[src/rtl/hcs_pkg.sv]
`default_nettype none
package hcs_pkg;

  localparam int HCS_MAX_VERTICES = 16;
  localparam int HCS_MAX_REPORTS  = 63;
  localparam logic [4:0] VCOUNT_RESET = 5'd16;

  localparam logic [1:0] FUNC_ADD_EDGE = 2'd0;
  localparam logic [1:0] FUNC_CLEAR    = 2'd1;
  localparam logic [1:0] FUNC_SEARCH   = 2'd2;
  localparam logic [1:0] FUNC_UNUSED   = 2'd3;

  localparam logic [1:0] KIND_CYCLE  = 2'd0;
  localparam logic [1:0] KIND_FINISH = 2'd1;
  localparam logic [1:0] KIND_ACK    = 2'd2;

  typedef struct packed {
    logic [1:0] func;
    logic [3:0] edge_u;
    logic [3:0] edge_v;
    logic [3:0] start_vertex;
  } hcs_cmd_t;

  typedef struct packed {
    logic [1:0]  kind;
    logic [63:0] cycle_path;
    logic        any_found;
    logic        report_overflow;
    logic        last;
  } hcs_result_t;

  typedef enum logic [3:0] {
    ST_IDLE,
    ST_EDGE_RDU,
    ST_EDGE_WRU,
    ST_EDGE_RDV,
    ST_EDGE_WRV,
    ST_ACK,
    ST_SRCH_RD,
    ST_SRCH_INIT,
    ST_ROW_WAIT,
    ST_EXPAND,
    ST_POP_WAIT,
    ST_PACK_RD,
    ST_PACK_GET,
    ST_REPORT,
    ST_FINISH
  } hcs_state_t;

endpackage
`default_nettype wire

[src/rtl/hcs_if.sv]
`default_nettype none
interface hcs_cmd_if;
  logic       valid;
  logic       ready;
  logic [1:0] func;
  logic [3:0] edge_u;
  logic [3:0] edge_v;
  logic [3:0] start_vertex;
  modport source(output valid, func, edge_u, edge_v, start_vertex, input ready);
  modport sink(input valid, func, edge_u, edge_v, start_vertex, output ready);
endinterface

interface hcs_res_if;
  logic        valid;
  logic        ready;
  logic [1:0]  kind;
  logic [63:0] cycle_path;
  logic        any_found;
  logic        report_overflow;
  logic        last;
  modport source(output valid, kind, cycle_path, any_found, report_overflow, last,
                 input ready);
  modport sink(input valid, kind, cycle_path, any_found, report_overflow, last,
               output ready);
endinterface
`default_nettype wire

[src/rtl/hcs_engine.sv]
`default_nettype none
module hcs_engine
  import hcs_pkg::*;
#(
  parameter int MAX_VERTICES = HCS_MAX_VERTICES,
  parameter int MAX_REPORTS  = HCS_MAX_REPORTS
) (
  input  wire logic        clk,
  input  wire logic        rst,
  input  wire logic [4:0]  vertex_count,
  input  wire logic        cmd_valid,
  output logic             cmd_ready,
  input  wire hcs_cmd_t    cmd,
  output logic             res_valid,
  input  wire logic        res_ready,
  output hcs_result_t      res
);

  localparam int VW = (MAX_VERTICES > 1) ? $clog2(MAX_VERTICES) : 1;
  localparam int NW = $clog2(MAX_VERTICES + 1);
  localparam int RW = $clog2(MAX_REPORTS + 1);
  localparam logic [NW-1:0] NMAX = NW'(MAX_VERTICES);
  localparam logic [RW-1:0] RMAX = RW'(MAX_REPORTS);

  logic [MAX_VERTICES-1:0] adj_mem [MAX_VERTICES];
  logic [VW-1:0]           path_mem [MAX_VERTICES];
  logic [NW-1:0]           cur_mem [MAX_VERTICES];

  hcs_state_t state, state_next;

  logic [MAX_VERTICES-1:0] row_vld;
  logic [MAX_VERTICES-1:0] adj_rd;
  logic                    adj_ok;
  logic [VW-1:0]           path_rd;
  logic [NW-1:0]           cur_rd;

  logic [VW-1:0]           eu, ev, top;
  logic [NW-1:0]           cur, depth, pidx;
  logic [MAX_VERTICES-1:0] mask, row, start_row;
  logic [RW-1:0]           reports;
  logic                    found, ovf;
  logic [63:0]             word;

  logic [NW-1:0]           n;
  logic [NW-1:0]           dm1, dm2;
  logic [MAX_VERTICES-1:0] adj_row, cand;
  logic [VW-1:0]           nb;
  logic                    hit, leaf, close, acc, edge_ok, start_ok, do_pop, res_acc;

  logic                    adj_we, path_we, cur_we;
  logic [VW-1:0]           adj_waddr, adj_raddr, path_waddr, path_raddr, cur_waddr;
  logic [MAX_VERTICES-1:0] adj_wdata;
  logic [VW-1:0]           path_wdata;
  logic [NW-1:0]           cur_wdata;

  always_comb begin
    if (vertex_count == 5'd0) begin
      n = NW'(1);
    end else if (vertex_count > 5'(MAX_VERTICES)) begin
      n = NMAX;
    end else begin
      n = vertex_count[NW-1:0];
    end
  end

  assign adj_row  = adj_ok ? adj_rd : '0;
  assign dm1      = depth - NW'(1);
  assign dm2      = depth - NW'(2);
  assign cmd_ready = (state == ST_IDLE);
  assign acc      = cmd_valid && cmd_ready;
  assign edge_ok  = ({1'b0, cmd.edge_u} < 5'(MAX_VERTICES)) &&
                    ({1'b0, cmd.edge_v} < 5'(MAX_VERTICES));
  assign start_ok = {1'b0, cmd.start_vertex} < 5'(n);
  assign leaf     = depth >= n;
  assign close    = start_row[top];
  assign res_acc  = res_valid && res_ready;

  always_comb begin
    for (int v = 0; v < MAX_VERTICES; v++) begin
      cand[v] = row[v] && !mask[v] && (NW'(v) < n) && (NW'(v) >= cur);
    end
    nb  = '0;
    hit = 1'b0;
    for (int v = MAX_VERTICES - 1; v >= 0; v--) begin
      if (cand[v]) begin
        nb  = VW'(v);
        hit = 1'b1;
      end
    end
  end

  always_comb begin
    do_pop = 1'b0;
    if (state == ST_EXPAND) begin
      do_pop = leaf ? !close : !hit;
    end else if (state == ST_REPORT) begin
      do_pop = res_ready;
    end
  end

  always_comb begin
    state_next = state;
    unique case (state)
      ST_IDLE: begin
        if (acc) begin
          unique case (cmd.func)
            FUNC_ADD_EDGE: state_next = edge_ok ? ST_EDGE_RDU : ST_ACK;
            FUNC_CLEAR:    state_next = ST_ACK;
            FUNC_SEARCH:   state_next = start_ok ? ST_SRCH_RD : ST_FINISH;
            default:       state_next = ST_IDLE;
          endcase
        end
      end
      ST_EDGE_RDU:  state_next = ST_EDGE_WRU;
      ST_EDGE_WRU:  state_next = ST_EDGE_RDV;
      ST_EDGE_RDV:  state_next = ST_EDGE_WRV;
      ST_EDGE_WRV:  state_next = ST_ACK;
      ST_ACK:       state_next = res_ready ? ST_IDLE : ST_ACK;
      ST_SRCH_RD:   state_next = ST_SRCH_INIT;
      ST_SRCH_INIT: state_next = ST_EXPAND;
      ST_ROW_WAIT:  state_next = ST_EXPAND;
      ST_EXPAND: begin
        if (leaf && close) begin
          state_next = (reports >= RMAX) ? ST_FINISH : ST_PACK_RD;
        end else if (!leaf && hit) begin
          state_next = ST_ROW_WAIT;
        end else begin
          state_next = (depth == NW'(1)) ? ST_FINISH : ST_POP_WAIT;
        end
      end
      ST_POP_WAIT:  state_next = ST_ROW_WAIT;
      ST_PACK_RD:   state_next = ST_PACK_GET;
      ST_PACK_GET:  state_next = (pidx + NW'(1) == n) ? ST_REPORT : ST_PACK_RD;
      ST_REPORT: begin
        if (res_ready) begin
          state_next = (depth == NW'(1)) ? ST_FINISH : ST_POP_WAIT;
        end
      end
      ST_FINISH:    state_next = res_ready ? ST_IDLE : ST_FINISH;
      default:      state_next = ST_IDLE;
    endcase
  end

  always_comb begin
    adj_we     = 1'b0;
    adj_waddr  = eu;
    adj_wdata  = adj_row;
    adj_raddr  = top;
    path_we    = 1'b0;
    path_waddr = depth[VW-1:0];
    path_wdata = nb;
    path_raddr = dm2[VW-1:0];
    cur_we     = 1'b0;
    cur_waddr  = dm1[VW-1:0];
    cur_wdata  = NW'(nb) + NW'(1);
    res_valid  = 1'b0;
    res        = '0;
    unique case (state)
      ST_EDGE_RDU: adj_raddr = eu;
      ST_EDGE_WRU: begin
        adj_we            = 1'b1;
        adj_waddr         = eu;
        adj_wdata         = adj_row;
        adj_wdata[ev]     = 1'b1;
      end
      ST_EDGE_RDV: adj_raddr = ev;
      ST_EDGE_WRV: begin
        adj_we            = 1'b1;
        adj_waddr         = ev;
        adj_wdata         = adj_row;
        adj_wdata[eu]     = 1'b1;
      end
      ST_ACK: begin
        res_valid = 1'b1;
        res.kind  = KIND_ACK;
        res.last  = 1'b1;
      end
      ST_SRCH_RD: begin
        path_we    = 1'b1;
        path_waddr = '0;
        path_wdata = top;
      end
      ST_EXPAND: begin
        if (!leaf && hit) begin
          adj_raddr = nb;
          path_we   = 1'b1;
          cur_we    = 1'b1;
        end
      end
      ST_POP_WAIT: adj_raddr = path_rd;
      ST_PACK_RD:  path_raddr = pidx[VW-1:0];
      ST_REPORT: begin
        res_valid      = 1'b1;
        res.kind       = KIND_CYCLE;
        res.cycle_path = word;
      end
      ST_FINISH: begin
        res_valid           = 1'b1;
        res.kind            = KIND_FINISH;
        res.any_found       = found;
        res.report_overflow = ovf;
        res.last            = 1'b1;
      end
      default: begin
      end
    endcase
  end

  always_ff @(posedge clk) begin
    if (adj_we) begin
      adj_mem[adj_waddr] <= adj_wdata;
    end
    adj_rd <= adj_mem[adj_raddr];
    adj_ok <= row_vld[adj_raddr];
    if (path_we) begin
      path_mem[path_waddr] <= path_wdata;
    end
    path_rd <= path_mem[path_raddr];
    if (cur_we) begin
      cur_mem[cur_waddr] <= cur_wdata;
    end
    cur_rd <= cur_mem[dm2[VW-1:0]];
  end

  always_ff @(posedge clk) begin
    if (rst) begin
      state   <= ST_IDLE;
      row_vld <= '0;
    end else begin
      state <= state_next;
      if (acc && cmd.func == FUNC_CLEAR) begin
        row_vld <= '0;
      end
      if (adj_we) begin
        row_vld[adj_waddr] <= 1'b1;
      end
    end
  end

  always_ff @(posedge clk) begin
    if (acc) begin
      eu      <= cmd.edge_u[VW-1:0];
      ev      <= cmd.edge_v[VW-1:0];
      top     <= cmd.start_vertex[VW-1:0];
      cur     <= '0;
      depth   <= NW'(1);
      mask    <= MAX_VERTICES'(1) << cmd.start_vertex[VW-1:0];
      reports <= '0;
      found   <= 1'b0;
      ovf     <= 1'b0;
    end
    if (state == ST_SRCH_INIT) begin
      start_row <= adj_row;
      row       <= adj_row;
    end
    if (state == ST_ROW_WAIT) begin
      row <= adj_row;
    end
    if (state == ST_POP_WAIT) begin
      top <= path_rd;
      cur <= cur_rd;
    end
    if (state == ST_EXPAND) begin
      if (leaf && close) begin
        found <= 1'b1;
        if (reports >= RMAX) begin
          ovf <= 1'b1;
        end
        pidx <= '0;
        word <= '0;
      end else if (!leaf && hit) begin
        mask[nb] <= 1'b1;
        depth    <= depth + NW'(1);
        top      <= nb;
        cur      <= '0;
      end
    end
    if (state == ST_PACK_GET) begin
      word[pidx[VW-1:0] * 4 +: 4] <= 4'(path_rd);
      pidx <= pidx + NW'(1);
    end
    if (state == ST_REPORT && res_acc) begin
      reports <= reports + RW'(1);
    end
    if (do_pop) begin
      mask[top] <= 1'b0;
      depth     <= dm1;
    end
  end

endmodule
`default_nettype wire

[src/rtl/hamiltonian_cycle_search.sv]
// Channel  Direction  Word
// cmd      in         func, edge_u, edge_v, start_vertex
// res      out        kind, cycle_path, any_found, report_overflow, last
// cfg      in         vertex_count, written when cfg_we is high
//
// An edge load reads and writes the rows of edge_u and edge_v in turn, then acknowledges;
// a clear empties the graph. A search steps forward or back and packs each reported cycle
// vertex by vertex; the number of steps depends on the graph and grows exponentially in n.
// Registered reads of the adjacency, path and cursor memories set the step time.
// Reset is synchronous and empties the graph at once through per-row valid bits.
// A stalled result word holds the engine; one word waits in the output register.
`default_nettype none
module hamiltonian_cycle_search
  import hcs_pkg::*;
#(
  parameter int MAX_VERTICES = HCS_MAX_VERTICES,
  parameter int MAX_REPORTS  = HCS_MAX_REPORTS
) (
  input  wire logic       clk,
  input  wire logic       rst,
  input  wire logic       cfg_we,
  input  wire logic [4:0] cfg_wdata,
  hcs_cmd_if.sink         cmd,
  hcs_res_if.source       res
);

  logic [4:0]  vertex_count;
  logic        eng_valid, eng_ready;
  hcs_cmd_t    eng_cmd;
  hcs_result_t eng_res, res_q;
  logic        res_vq;

  always_ff @(posedge clk) begin
    if (rst) begin
      vertex_count <= VCOUNT_RESET;
    end else if (cfg_we) begin
      vertex_count <= cfg_wdata;
    end
  end

  assign eng_cmd.func         = cmd.func;
  assign eng_cmd.edge_u       = cmd.edge_u;
  assign eng_cmd.edge_v       = cmd.edge_v;
  assign eng_cmd.start_vertex = cmd.start_vertex;

  hcs_engine #(
    .MAX_VERTICES(MAX_VERTICES),
    .MAX_REPORTS (MAX_REPORTS)
  ) u_engine (
    .clk         (clk),
    .rst         (rst),
    .vertex_count(vertex_count),
    .cmd_valid   (cmd.valid),
    .cmd_ready   (cmd.ready),
    .cmd         (eng_cmd),
    .res_valid   (eng_valid),
    .res_ready   (eng_ready),
    .res         (eng_res)
  );

  assign eng_ready = !res_vq || res.ready;

  always_ff @(posedge clk) begin
    if (rst) begin
      res_vq <= 1'b0;
    end else if (eng_ready) begin
      res_vq <= eng_valid;
    end
  end

  always_ff @(posedge clk) begin
    if (eng_ready && eng_valid) begin
      res_q <= eng_res;
    end
  end

  assign res.valid           = res_vq;
  assign res.kind            = res_q.kind;
  assign res.cycle_path      = res_q.cycle_path;
  assign res.any_found       = res_q.any_found;
  assign res.report_overflow = res_q.report_overflow;
  assign res.last            = res_q.last;

endmodule
`default_nettype wire

[src/flat_wrapper.sv]
// flat-port wrapper written by rule: the top's interface ports become plain ports
module hamiltonian_cycle_search_flat import hcs_pkg::*;
#(
  parameter int MAX_VERTICES = HCS_MAX_VERTICES,
  parameter int MAX_REPORTS  = HCS_MAX_REPORTS
)
  (clk, rst, cfg_we, cfg_wdata, cmd_valid, cmd_func, cmd_edge_u, cmd_edge_v, cmd_start_vertex, cmd_ready, res_valid, res_kind, res_cycle_path, res_any_found, res_report_overflow, res_last, res_ready);
  hcs_cmd_if cmd_i ();
  hcs_res_if res_i ();
  input  wire logic clk;
  input  wire logic rst;
  input  wire logic cfg_we;
  input  wire logic [4:0] cfg_wdata;
  input wire logic [$bits(cmd_i.valid)-1:0] cmd_valid;
  input wire logic [$bits(cmd_i.func)-1:0] cmd_func;
  input wire logic [$bits(cmd_i.edge_u)-1:0] cmd_edge_u;
  input wire logic [$bits(cmd_i.edge_v)-1:0] cmd_edge_v;
  input wire logic [$bits(cmd_i.start_vertex)-1:0] cmd_start_vertex;
  output wire logic [$bits(cmd_i.ready)-1:0] cmd_ready;
  output wire logic [$bits(res_i.valid)-1:0] res_valid;
  output wire logic [$bits(res_i.kind)-1:0] res_kind;
  output wire logic [$bits(res_i.cycle_path)-1:0] res_cycle_path;
  output wire logic [$bits(res_i.any_found)-1:0] res_any_found;
  output wire logic [$bits(res_i.report_overflow)-1:0] res_report_overflow;
  output wire logic [$bits(res_i.last)-1:0] res_last;
  input wire logic [$bits(res_i.ready)-1:0] res_ready;
  assign cmd_i.valid = cmd_valid;
  assign cmd_i.func = cmd_func;
  assign cmd_i.edge_u = cmd_edge_u;
  assign cmd_i.edge_v = cmd_edge_v;
  assign cmd_i.start_vertex = cmd_start_vertex;
  assign cmd_ready = cmd_i.ready;
  assign res_valid = res_i.valid;
  assign res_kind = res_i.kind;
  assign res_cycle_path = res_i.cycle_path;
  assign res_any_found = res_i.any_found;
  assign res_report_overflow = res_i.report_overflow;
  assign res_last = res_i.last;
  assign res_i.ready = res_ready;
  hamiltonian_cycle_search #(.MAX_VERTICES(MAX_VERTICES), .MAX_REPORTS(MAX_REPORTS)) u_core (.clk(clk), .rst(rst), .cfg_we(cfg_we), .cfg_wdata(cfg_wdata), .cmd(cmd_i), .res(res_i));
endmodule
[config.mk]
export PLATFORM = sky130hd
export DESIGN_NAME = hamiltonian_cycle_search_flat
export DESIGN_NICKNAME = d
export VERILOG_FILES = /design/src/rtl/hcs_pkg.sv /design/src/rtl/hcs_if.sv /design/src/rtl/hcs_engine.sv /design/src/rtl/hamiltonian_cycle_search.sv /design/src/flat_wrapper.sv
export SDC_FILE = /design/constraint.sdc
export NUM_CORES = 1
export LEC_CHECK = 0
export BUFFER_PORTS_ARGS = -buffer_cell sky130_fd_sc_hd__buf_2
export CORE_UTILIZATION = 55
export DETAILED_ROUTE_END_ITERATION = 8
export PLACE_DENSITY_LB_ADDON = 0.25
export SETUP_SLACK_MARGIN = 0.3
export SLEW_MARGIN = 25
export SYNTH_ARGS = -nofsm -noshare
export SYNTH_HDL_FRONTEND = slang
export SYNTH_SLANG_ARGS = --single-unit
[constraint.sdc]
create_clock -name clk -period 5.7 [get_ports clk]
set_input_delay 0 -clock clk [delete_from_list [all_inputs] [get_ports clk]]
set_output_delay 0 -clock clk [all_outputs]
set_load 0.02 [all_outputs]
; After elaboration in Yosys (flattened, before gate mapping)
; Memory sizes are Yosys's and may differ from the RTL's. A register that Yosys moved wholly into a read port is not among the register bits.
; Index checks and enable logic that the tools add are counted.
[op_classes]
muxes = 125
eq_ne = 20
addsub = 7
n_bitwise = 6
reduce_logical = 93
magnitude_cmp = 47
shift = 3
[ops]
columns = operator, n
row1 = $mux W64, 3
row2 = $mux W16, 11
row3 = $mux W4, 30
row4 = $mux W5, 15
row5 = $bwmux W64, 1
row6 = $or A16 B16 Y16, 4
row7 = $shift A4 B34 Y64 const A, 1
row8 = $shiftx A4 B34 Y64, 1
row9 = $logic_and A1 B1 Y1, 59
row10 = $pmux W4 S14, 1
row11 = $mux W1, 44
row12 = $ge A4 B5 Y1 const A, 8
row13 = $lt A4 B5 Y1 const A, 8
row14 = $neg A6 Y34, 1
row15 = $pmux W16 S2, 1
row16 = $lt A4 B5 Y1 const B, 6
row17 = $eq A4 B4 Y1 const B, 7
row18 = $demux W1 S4, 5
row19 = $ge A3 B5 Y1 const A, 4
row20 = $ge A4 B1 Y1 const B, 5
row21 = $logic_not A1 Y1, 20
row22 = $lt A3 B5 Y1 const A, 4
row23 = $mux W3, 6
row24 = $and A16 B16 Y16, 1
row25 = 37 further kinds, 55
[totals]
output_inout_bits = 71
register_bits = 243
n_memories = 3
ram_bits = 400
[memory_table]
columns = memory, words, width, rd, rd_clocked_by_memory_dff, write_ports, line_no
row1 = u_core.u_engine.adj_mem, 16, 16, 1, 1, 1, hcs_engine.sv:25  ; logic [MAX_VERTICES-1:0] adj_mem [MAX_VERTICES];
row2 = u_core.u_engine.cur_mem, 16, 5, 1, 1, 1, hcs_engine.sv:27  ; logic [NW-1:0] cur_mem [MAX_VERTICES];
row3 = u_core.u_engine.path_mem, 16, 4, 1, 1, 1, hcs_engine.sv:26  ; logic [VW-1:0] path_mem [MAX_VERTICES];

; Logic depth before layout (Yosys ltp)
; Gate-level depths: netlist of run 1.
[logic_depth]
depth_word = 32
mapped_depth = 19

; By module
; From an unflattened synthesis of run 1, not the netlist that was laid out.
[unflattened]
hier_cells = 2132
area_unflattened_um2 = 28033.1
[by_module_without_submodules]
columns = mod, area_each_um2, cells_each, n_inst, seq_area_each_um2
row1 = hcs_engine, 25738.4, 2042, 1, 16385.7
row2 = hamiltonian_cycle_search, 2294.7, 90, 1, 2192.1

; Least setup slack after synthesis of run 1
; Ideal clock, no wire load.
[synth_timing]
kind = reg-to-reg
start = register u_core.u_engine.state[2]
end = register u_core.res_q (netlist bit u_core.res.any_found), enable pin
path_buffers = 2
period_less_slack_ps = 4747
stages_incl_launch_ff = 7
path_slack_ps = 953
arrival_time_ps = 4251
required_time_ps = 5204
path_cell_list = dfxtp_1 > clkbuf_1 > nand2_1 > nor2_1 > clkbuf_1 > nor2_1 > nor2_1
[synth_via]
elab_chain_len = 4
[synth_rtl]
columns = item, line_no
row1 = from (decl), hcs_engine.sv:29  ; hcs_state_t state, state_next;
row2 = from (signal assigned), hcs_engine.sv:230  ; state <= state_next;
row3 = $eq A4 B4 Y1 or $eq A4 B3 Y1 (tied branches), hcs_engine.sv:158  ; unique case (state)
row4 = $reduce_or A3 Y1 (no line) (*), -
row5 = $mux W1 (*), hcs_engine.sv:158
row6 = $logic_and A1 B1 Y1 (*), -
row7 = named net u_core.u_engine.res_acc, hcs_engine.sv:48  ; logic hit, leaf, close, acc, edge_ok, start_ok, do_pop, res_acc;
row8 = to (signal assigned), hamiltonian_cycle_search.sv:73  ; res_q <= eng_res;
row9 = to (decl), hamiltonian_cycle_search.sv:30  ; hcs_result_t eng_res, res_q;
; The timed path passes the listed nets; every way through them passes the cells marked *.
; A chain may end at the register's enable or synchronous reset.

; Worst setup path after layout of run 1
[layout_timing]
start = register u_core.vertex_count[4]
end = register u_core.u_engine.adj_rd[6], read port of u_core.u_engine.adj_mem
[layout_via]
elab_chain_len = 25
[layout_rtl]
columns = item, line_no
row1 = from (decl), hamiltonian_cycle_search.sv:27  ; logic [4:0] vertex_count;
row2 = from (signal assigned), hamiltonian_cycle_search.sv:37  ; vertex_count <= cfg_wdata;
row3 = $gt A5 B5 Y1, hcs_engine.sv:59  ; end else if (vertex_count > 5'(MAX_VERTICES)) begin
row4 = $mux W5, hcs_engine.sv:59
row5 = $mux W5 (*), hcs_engine.sv:57  ; if (vertex_count == 5'd0) begin
row6 = $lt A4 B5 Y1, hcs_engine.sv:80  ; cand[v] = row[v] && !mask[v] && (NW'(v) < n) && (NW'(v) >= cur);
row7 = $logic_and A1 B1 Y1 (2 in a row), hcs_engine.sv:80
row8 = $mux W1 (16 in a row), hcs_engine.sv:85  ; if (cand[v]) begin
row9 = $logic_and A1 B1 Y1, hcs_engine.sv:184  ; if (!leaf && hit) begin
row10 = $mux W4 (*), hcs_engine.sv:184
row11 = $pmux W4 S4 (*), hcs_engine.sv:158
row12 = to (decl), hcs_engine.sv:32  ; logic [MAX_VERTICES-1:0] adj_rd;
; Every way passes the cells marked *; elsewhere a longest branch is shown, timed or not.

==> flow_summary.yaml, run 1 <==
layout:
  nets: 2211
  final_common_cell: "edfxtp_1"
  final_cell_mix: "520 x edfxtp_1, 178 x nand2_1, 147 x dfxtp_1, 97 x o21ai_0, 95 x buf_2"
  drive_gt1_frac: 0.1939
  utilization: 0.6429
  area_delta_synth_final_pct: 14.34
  num-fill-cells: 3532
yosys:
  synth_edf_count: 520
  netlist_instances: 2017
  ys_seq_area_frac: 0.6695
  synth_fp_nets: 2071
  yosys_warnings: 0
  syn-cell-area_sq_mm: 0.02775
  ys_types: 78
  syn-mean-instance-area_sq_um: 13.76
  synth_ff_type: "edfxtp_1"
  ys_seq_elements: 668
  async_flop_share: 0
timing:
  fin_crit_ns: 4.713
  final-hold-violation-count: 0
  max_freq_ghz: 0.2122
  fin_ws_ns: 0.9874
  fin_worst_skew_ns: 0.03106
  rsz0062_at_grt: "no"
  drv_slew: 0
  slew_headroom: 0.2666
  final.setup.tns_ns: 0
  setup_viol: 0
  period_share: 0.8268
  max_slew.worst_pin.slew_ns: 1.094
cts:
  cts_root_buf: "clkbuf_16"
  clk_pin_slew_ns: 0.07
  h-tree-depth: 3
  clock_sinks: 668
  cts_tree: "built"
  postCtsResizedCells: 0
  post-cts-setup-buffers: 0
  cts_buffers: 68
  clock_path_buffers: 3
  clkLatencyLatePin_ns: 0.61
grt:
  first_global_vias: 17310
  grt_max_degree: 70
  grt_use_total: 0.2741
  grt_pass1_wl_microns: 103800
  grt_antenna_before_repair: 1
  overflow: 0
status:
  status: "completed"
power:
  total_power_w: 0.01320
  ir_drop_v: 0.0002546
  combPwrFrac: 0.203
  p_leak_nw: 11.03
  pwr_density_cell_mw_per_mm2: 415.9
  p_sw_w: 0.003762
  internal_power_w: 0.009435
  seqPwrFrac: 0.459
  netSwitchingFraction: 0.2851
  clockPowerShare: 0.338
floorplanning:
  core_sq_mm: 0.04936
  num_rows: 81
  die_area_sq_mm: 0.05136
  die_h_microns: 226.6
  io_pins: 95
  initial_utilization: 0.5622
  die_x_microns: 226.6
placement:
  io_buffers: 94
  gp_routability_congestion: 0.9890
  place_ws_ns: 1.137
  hpwl_microns: 44860
critical_path:
  cp.required_ns: 6.17
  end_kind: "flip-flop"
  cp.arrival_ns: 5.18
  criticalPathCategory: "reg -> reg"
  worst_setup_path_start_kind: "flip-flop"
  cp_max_fo: 34
routing:
  routed_wl_microns: 69610
  ant_nets: 0
  vias: 17950
  drtIter0Drc: 2089
  drc: 0
  viasPerCell: 6.249
  firstDrtPassIters: 5
  post_drt_wl_per_cell_microns: 24.24
run:
  maxCapViolCount: 0
min_path:
  hold_path.class: "in -> reg"
## repair_timing
action                                  CTS  global route
endpoints found under the setup margin    0             0
hold buffers                             29             0
endpoints found under the hold margin    37             0
## sequential cells by signal (all words and copies together) (netlist names), 2 cells and up
name and flops:
u_core.u_engine.row_vld 16, u_core.u_engine.path_mem 64, u_core.u_engine.path_rd 4, u_core.u_engine.word 64
u_core.u_engine.depth 5, u_core.res.cycle_path 64, u_core.u_engine.cur_mem 80, u_core.u_engine.adj_mem 256
u_core.u_engine.mask 16, u_core.res.kind 2, u_core.u_engine.cur 5, u_core.u_engine.pidx 5
u_core.u_engine.state 4, u_core.vertex_count 5, u_core.u_engine.eu 4, u_core.u_engine.ev 4
u_core.u_engine.adj_rd 16, u_core.u_engine.top 4, u_core.u_engine.row 16, u_core.u_engine.start_row 16
u_core.u_engine.cur_rd 5, u_core.u_engine.reports 6
## power groups by stage
stage          clock network [W]  logic (W)  registers [W]
2_1_floorplan                  0    0.00180        0.00602
3_3_place_gp                   0    0.00248        0.00615
3_5_place_dp                   0    0.00258        0.00615
4_1_cts                  0.00452    0.00261        0.00605
5_1_grt                  0.00468    0.00282        0.00608
6_report                 0.00447    0.00267        0.00606
## logic make-up after synthesis
kind of cell | share of synthesized area
AOI/OAI and AO/OA | 0.09365
muxes | 0.08337
buffers and inverters | 0.02354
and+or+nand+nor | 0.1108
DFF | 0.6695
adders and majority gates | 0.01353
xor gates and xnor gates | 0.005681
## cell type report
class | instances | area (sq um) | area share
repair buffers | 180 | 1231 | 0.03880
inverters | 38 | 142.6 | 0.004495
well taps | 664 | 830.8 | 0.02618
clock inverters | 33 | 339.1 | 0.01069
clock buffers | 87 | 1908 | 0.06014
multi-input cells | 1201 | 8696 | 0.2741
flip-flops and latches | 668 | 18580 | 0.5856
diodes | 1 | 2.502 | 0.00007887
## per-stage QoR
stage / std cells / cell area [sq um] / hold WS (ns)
after global placement: 2720 / 29080 / 0.1837
after global routing: 2872 / 31730 / 0.06411
after detailed placement: 2721 / 29150 / 0.1858
final: 2872 / 31730 / 0.05842
after CTS: 2870 / 31680 / 0.01028
after floorplan: 2017 / 27750 / 0.09887
## metal layers
layer	track usage	routed length, microns	vias up
met5	0	0	-
met4	0.1042	1957	0
li1	-	-	7979
met2	0.4222	32080	918
met1	0.3834	29570	8896
met3	0.05728	6013	154
## final timing paths
| path | from | end | slack (ns) | cells past startpoint |
|---|---|---|---|---|
| worst max-delay path | u_core.vertex_count[4] | u_core.u_engine.adj_rd[6] | 0.99 | 16 |
| worst min register to register | u_core.u_engine.ovf | u_core.u_engine.ovf | 0.45 | 2 |
| worst min-delay path | cmd_start_vertex[3] | u_core.u_engine.top[3] | 0.06 | 5 |
| worst max register to register | u_core.vertex_count[4] | u_core.u_engine.adj_rd[6] | 0.99 | 16 |
## worst max-delay path: stages (launching register included)
cell and delay [ns]:
dfxtp_1 0.75, inv_1 0.25, o21ai_0 0.27, inv_1 0.09, ha_1 0.28, nand2b_1 0.14
a211oi_1 0.24, o21bai_1 0.14, a211oi_1 0.29, buf_4 0.20, o21ai_4 0.13, o221ai_2 0.25
or2_1 0.16, buf_4 0.49, and3_4 0.56, a32o_1 0.25, nor4_2 0.06
## synth_stat cells, drive strengths merged (29+ instances only)
| master | instances | area share |
|---|---|---|
| edfxtp | 520 | 0.56 |
| ha | 30 | 0.014 |
| a22o | 32 | 0.010 |
| nor2 | 113 | 0.015 |
| buf | 41 | 0.0091 |
| nor3 | 29 | 0.0056 |
| o22ai | 38 | 0.0086 |
| nor4 | 29 | 0.0086 |
| mux2 | 69 | 0.028 |
| dfxtp | 148 | 0.11 |
| a21oi | 72 | 0.013 |
| mux4 | 46 | 0.037 |
| a32o | 34 | 0.012 |
| clkbuf | 69 | 0.0093 |
| nand3 | 75 | 0.014 |
| and2 | 84 | 0.019 |
| nand2 | 179 | 0.024 |
| inv | 37 | 0.0050 |
| o21ai | 98 | 0.018 |
| mux2i | 50 | 0.018 |
Note: power is estimated with default switching activity, not from simulation.
==> run 2: changes to the inputs <==
--- a/config.mk
+++ b/config.mk
@@ -5,6 +5,7 @@
 export SDC_FILE = /design/constraint.sdc
 export NUM_CORES = 1
 export LEC_CHECK = 0
+export ABC_AREA = 1
 export BUFFER_PORTS_ARGS = -buffer_cell sky130_fd_sc_hd__buf_2
 export CORE_UTILIZATION = 55
 export DETAILED_ROUTE_END_ITERATION = 8
==> constraint.sdc (replaced) <==
create_clock -name clk -period 4.7 [get_ports clk]
set_input_delay 0 -clock clk [delete_from_list [all_inputs] [get_ports clk]]
set_output_delay 0 -clock clk [all_outputs]
set_load 0.02 [all_outputs]
==> flow_summary.yaml, run 2 <==
status:
  status: "completed"
power:
  ir_drop_v: 0.0004328
  netSwitchingFraction: 0.3400
  p_sw_w: 0.005843
  total_power_w: 0.01719
  internal_power_w: 0.01134
  combPwrFrac: 0.273
  p_leak_nw: 13.11
  clockPowerShare: 0.301
  pwr_density_cell_mw_per_mm2: 524.9
  seqPwrFrac: 0.426
critical_path:
  worst_setup_path_start_kind: "flip-flop"
  cp_max_fo: 68
  end_kind: "flip-flop"
  cp.arrival_ns: 4.61
  cp.required_ns: 5.25
  criticalPathCategory: "reg -> reg"
cts:
  cts_buffers: 70
  clkLatencyLatePin_ns: 0.61
  clock_sinks: 668
  clk_pin_slew_ns: 0.06
  cts_tree: "built"
  cts_root_buf: "clkbuf_16"
  h-tree-depth: 3
  clock_path_buffers: 3
timing:
  slew_headroom: 0.3589
  max_freq_ghz: 0.2463
  max_slew.worst_pin.slew_ns: 0.9594
  drv_slew: 0
  final.setup.tns_ns: 0
  final-hold-violation-count: 0
  period_share: 0.8639
  setup_viol: 0
  rsz0062_at_grt: "no"
  fin_crit_ns: 4.060
  fin_worst_skew_ns: 0.02261
run:
  maxCapViolCount: 0
layout:
  drive_gt1_frac: 0.09388
  largestRegisters: "u_core.u_engine.adj_mem x256, u_core.u_engine.cur_mem x80"
  num-fill-cells: 4153
  final_cell_mix: "520 x edfxtp_1, 468 x nand2_1, 412 x inv_1, 395 x nand3_1, 311 x nor2_1"
  top_register: "u_core.u_engine.adj_mem"
  largest_reg_flops: 256
  final_common_cell: "edfxtp_1"
  stdcell_count: 3769
  n_antenna_cell: 0
  nets: 3089
  utilization: 0.6332
  area_delta_synth_final_pct: 12.70
routing:
  vias: 21700
  drc: 0
  post_drt_wl_per_cell_microns: 19.77
  firstDrtPassIters: 6
  ant_nets: 0
  viasPerCell: 5.757
  drtIter0Drc: 2324
  routed_wl_microns: 74500
yosys:
  yosysMostFrequentCell: "edfxtp_1"
  async_flop_share: 0
  synth_ff_type: "edfxtp_1"
  yosysTopAreaCell: "edfxtp_1"
  syn-cell-area_sq_mm: 0.02906
  synth_fp_nets: 2979
  ys_seq_elements: 668
  yosys_warnings: 0
  synth_top_cells_by_area: "edfxtp_1 54%, dfxtp_1 10%, nand3_1 6.8%, nand2_1 6.1%, inv_1 5.3%"
  ys_types: 50
  synth_edf_count: 520
  synth_top_area_frac: 0.5374
  ys_seq_area_frac: 0.6394
  syn-mean-instance-area_sq_um: 9.934
  netlist_instances: 2925
  synth_commonest_cells: "520 x edfxtp_1, 469 x nand2_1, 414 x inv_1, 395 x nand3_1, 327 x nor2_1"
floorplanning:
  initial_utilization: 0.5618
  core_sq_mm: 0.05172
  die_x_microns: 231.9
  die_h_microns: 231.9
  num_rows: 83
  io_pins: 95
  die_area_sq_mm: 0.05375
placement:
  hpwl_microns: 47420
  io_buffers: 94
  dp.cells: 3621
  gp_routability_congestion: 0.9731
grt:
  grt_use_total: 0.2780
  grt_pass1_wl_microns: 115000
  overflow: 0
  grt_max_degree: 137
  grt_antenna_before_repair: 0
  first_global_vias: 20720
min_path:
  hold_path.class: "in -> reg"
run 2: cell count changes after synthesis, moves of 55 or more:
cell     change
mux2_2      -69
and2_1      -83
nand3_1    +320
inv_1      +377
o21ai_0     +55
nor2_1     +214
nand2_1    +291
run 2: worst max-delay path, cell delays in order (launching register included):
cell      delay [ns]
dfxtp_1         0.34
nor2_1          0.22
inv_1           0.10
nor3_1          0.19
nor2_1          0.09
nor2_1          0.13
inv_1           0.10
ha_1            0.32
a21o_1          0.19
a221oi_1        0.23
and3_1          0.22
nand2_1         0.12
nand2_2         0.17
o21ai_1         0.08
inv_1           0.07
nand2_1         0.08
o21ai_4         0.08
buf_4           0.65
nand3_1         0.21
nand3_1         0.14
nand3_1         0.09
nand2_1         0.09
run 2: final timing paths:
path | slack [ns] | endpoint | from | cells past startpoint
max | 0.64 | u_core.u_engine.adj_rd[3] | u_core.vertex_count[2] | 21
min | 0.05 | u_core.u_engine.mask[6] | cmd_start_vertex[0] | 6
max reg2reg | 0.64 | u_core.u_engine.adj_rd[3] | u_core.vertex_count[2] | 21
min reg2reg | 0.48 | u_core.u_engine.ovf | u_core.u_engine.ovf | 2
run 2: final cells by class:
| type | count | area [sq um] | area share |
|---|---|---|---|
| flip-flops and latches | 668 | 18580 | 0.5673 |
| clock inverters | 25 | 180.2 | 0.005502 |
| repair buffers | 161 | 1079 | 0.03294 |
| well taps | 680 | 850.8 | 0.02598 |
| multi-input cells | 1702 | 8483 | 0.2591 |
| clock buffers | 101 | 1949 | 0.05953 |
| inverters | 432 | 1627 | 0.04967 |
run 2: power by group through the flow:
stage	combinational [W]	sequential, W	clock [W]
after floorplan	0.00323	0.00736	0
after global placement	0.00449	0.00743	0
after detailed placement	0.00461	0.00744	0
after CTS	0.00464	0.00732	0.00523
after global routing	0.00517	0.00735	0.00545
final	0.00470	0.00732	0.00517
run 2: per-layer routing:
| metal | wire, microns | track usage |
|---|---|---|
| met5 | 0 | 0 |
| met4 | 2289 | 0.09519 |
| met3 | 5429 | 0.04298 |
| met2 | 36210 | 0.4667 |
| met1 | 30570 | 0.3678 |
run 2: stage by stage:
step                hold slack, ns  worst slack [ns]  cell area (sq um)
finish                     0.04725            0.6398              32750
CTS                       0.005910            0.6161              32730
floorplan                  0.07847             1.328              29060
detailed placement          0.2278            0.6315              30380
global route               0.05600            0.3013              32750
global placement            0.2269            0.7874              30330
run 2: timing repair:
action / in CTS / in global routing
gates resized for setup: 0 / 3
setup endpoints to repair: 0 / 17
hold buffers: 22 / 0
setup buffers: 0 / 0
endpoints found under the hold margin: 35 / 0
run 2: logic make-up (layout without fill, tap and decap cells):
family                   Yosys count  count (layout)  synth area share
flip-flops                       668             668            0.6394
XOR/XNOR                           8               8          0.002411
adder cells (fa/ha/maj)           30              30           0.01292
buffers and inverters            555             719           0.07445
multiplexers                       1               1         0.0003445
AND/OR/NAND/NOR                 1286            1286            0.1911
AO/OA/AOI/OAI                    377             377           0.07936
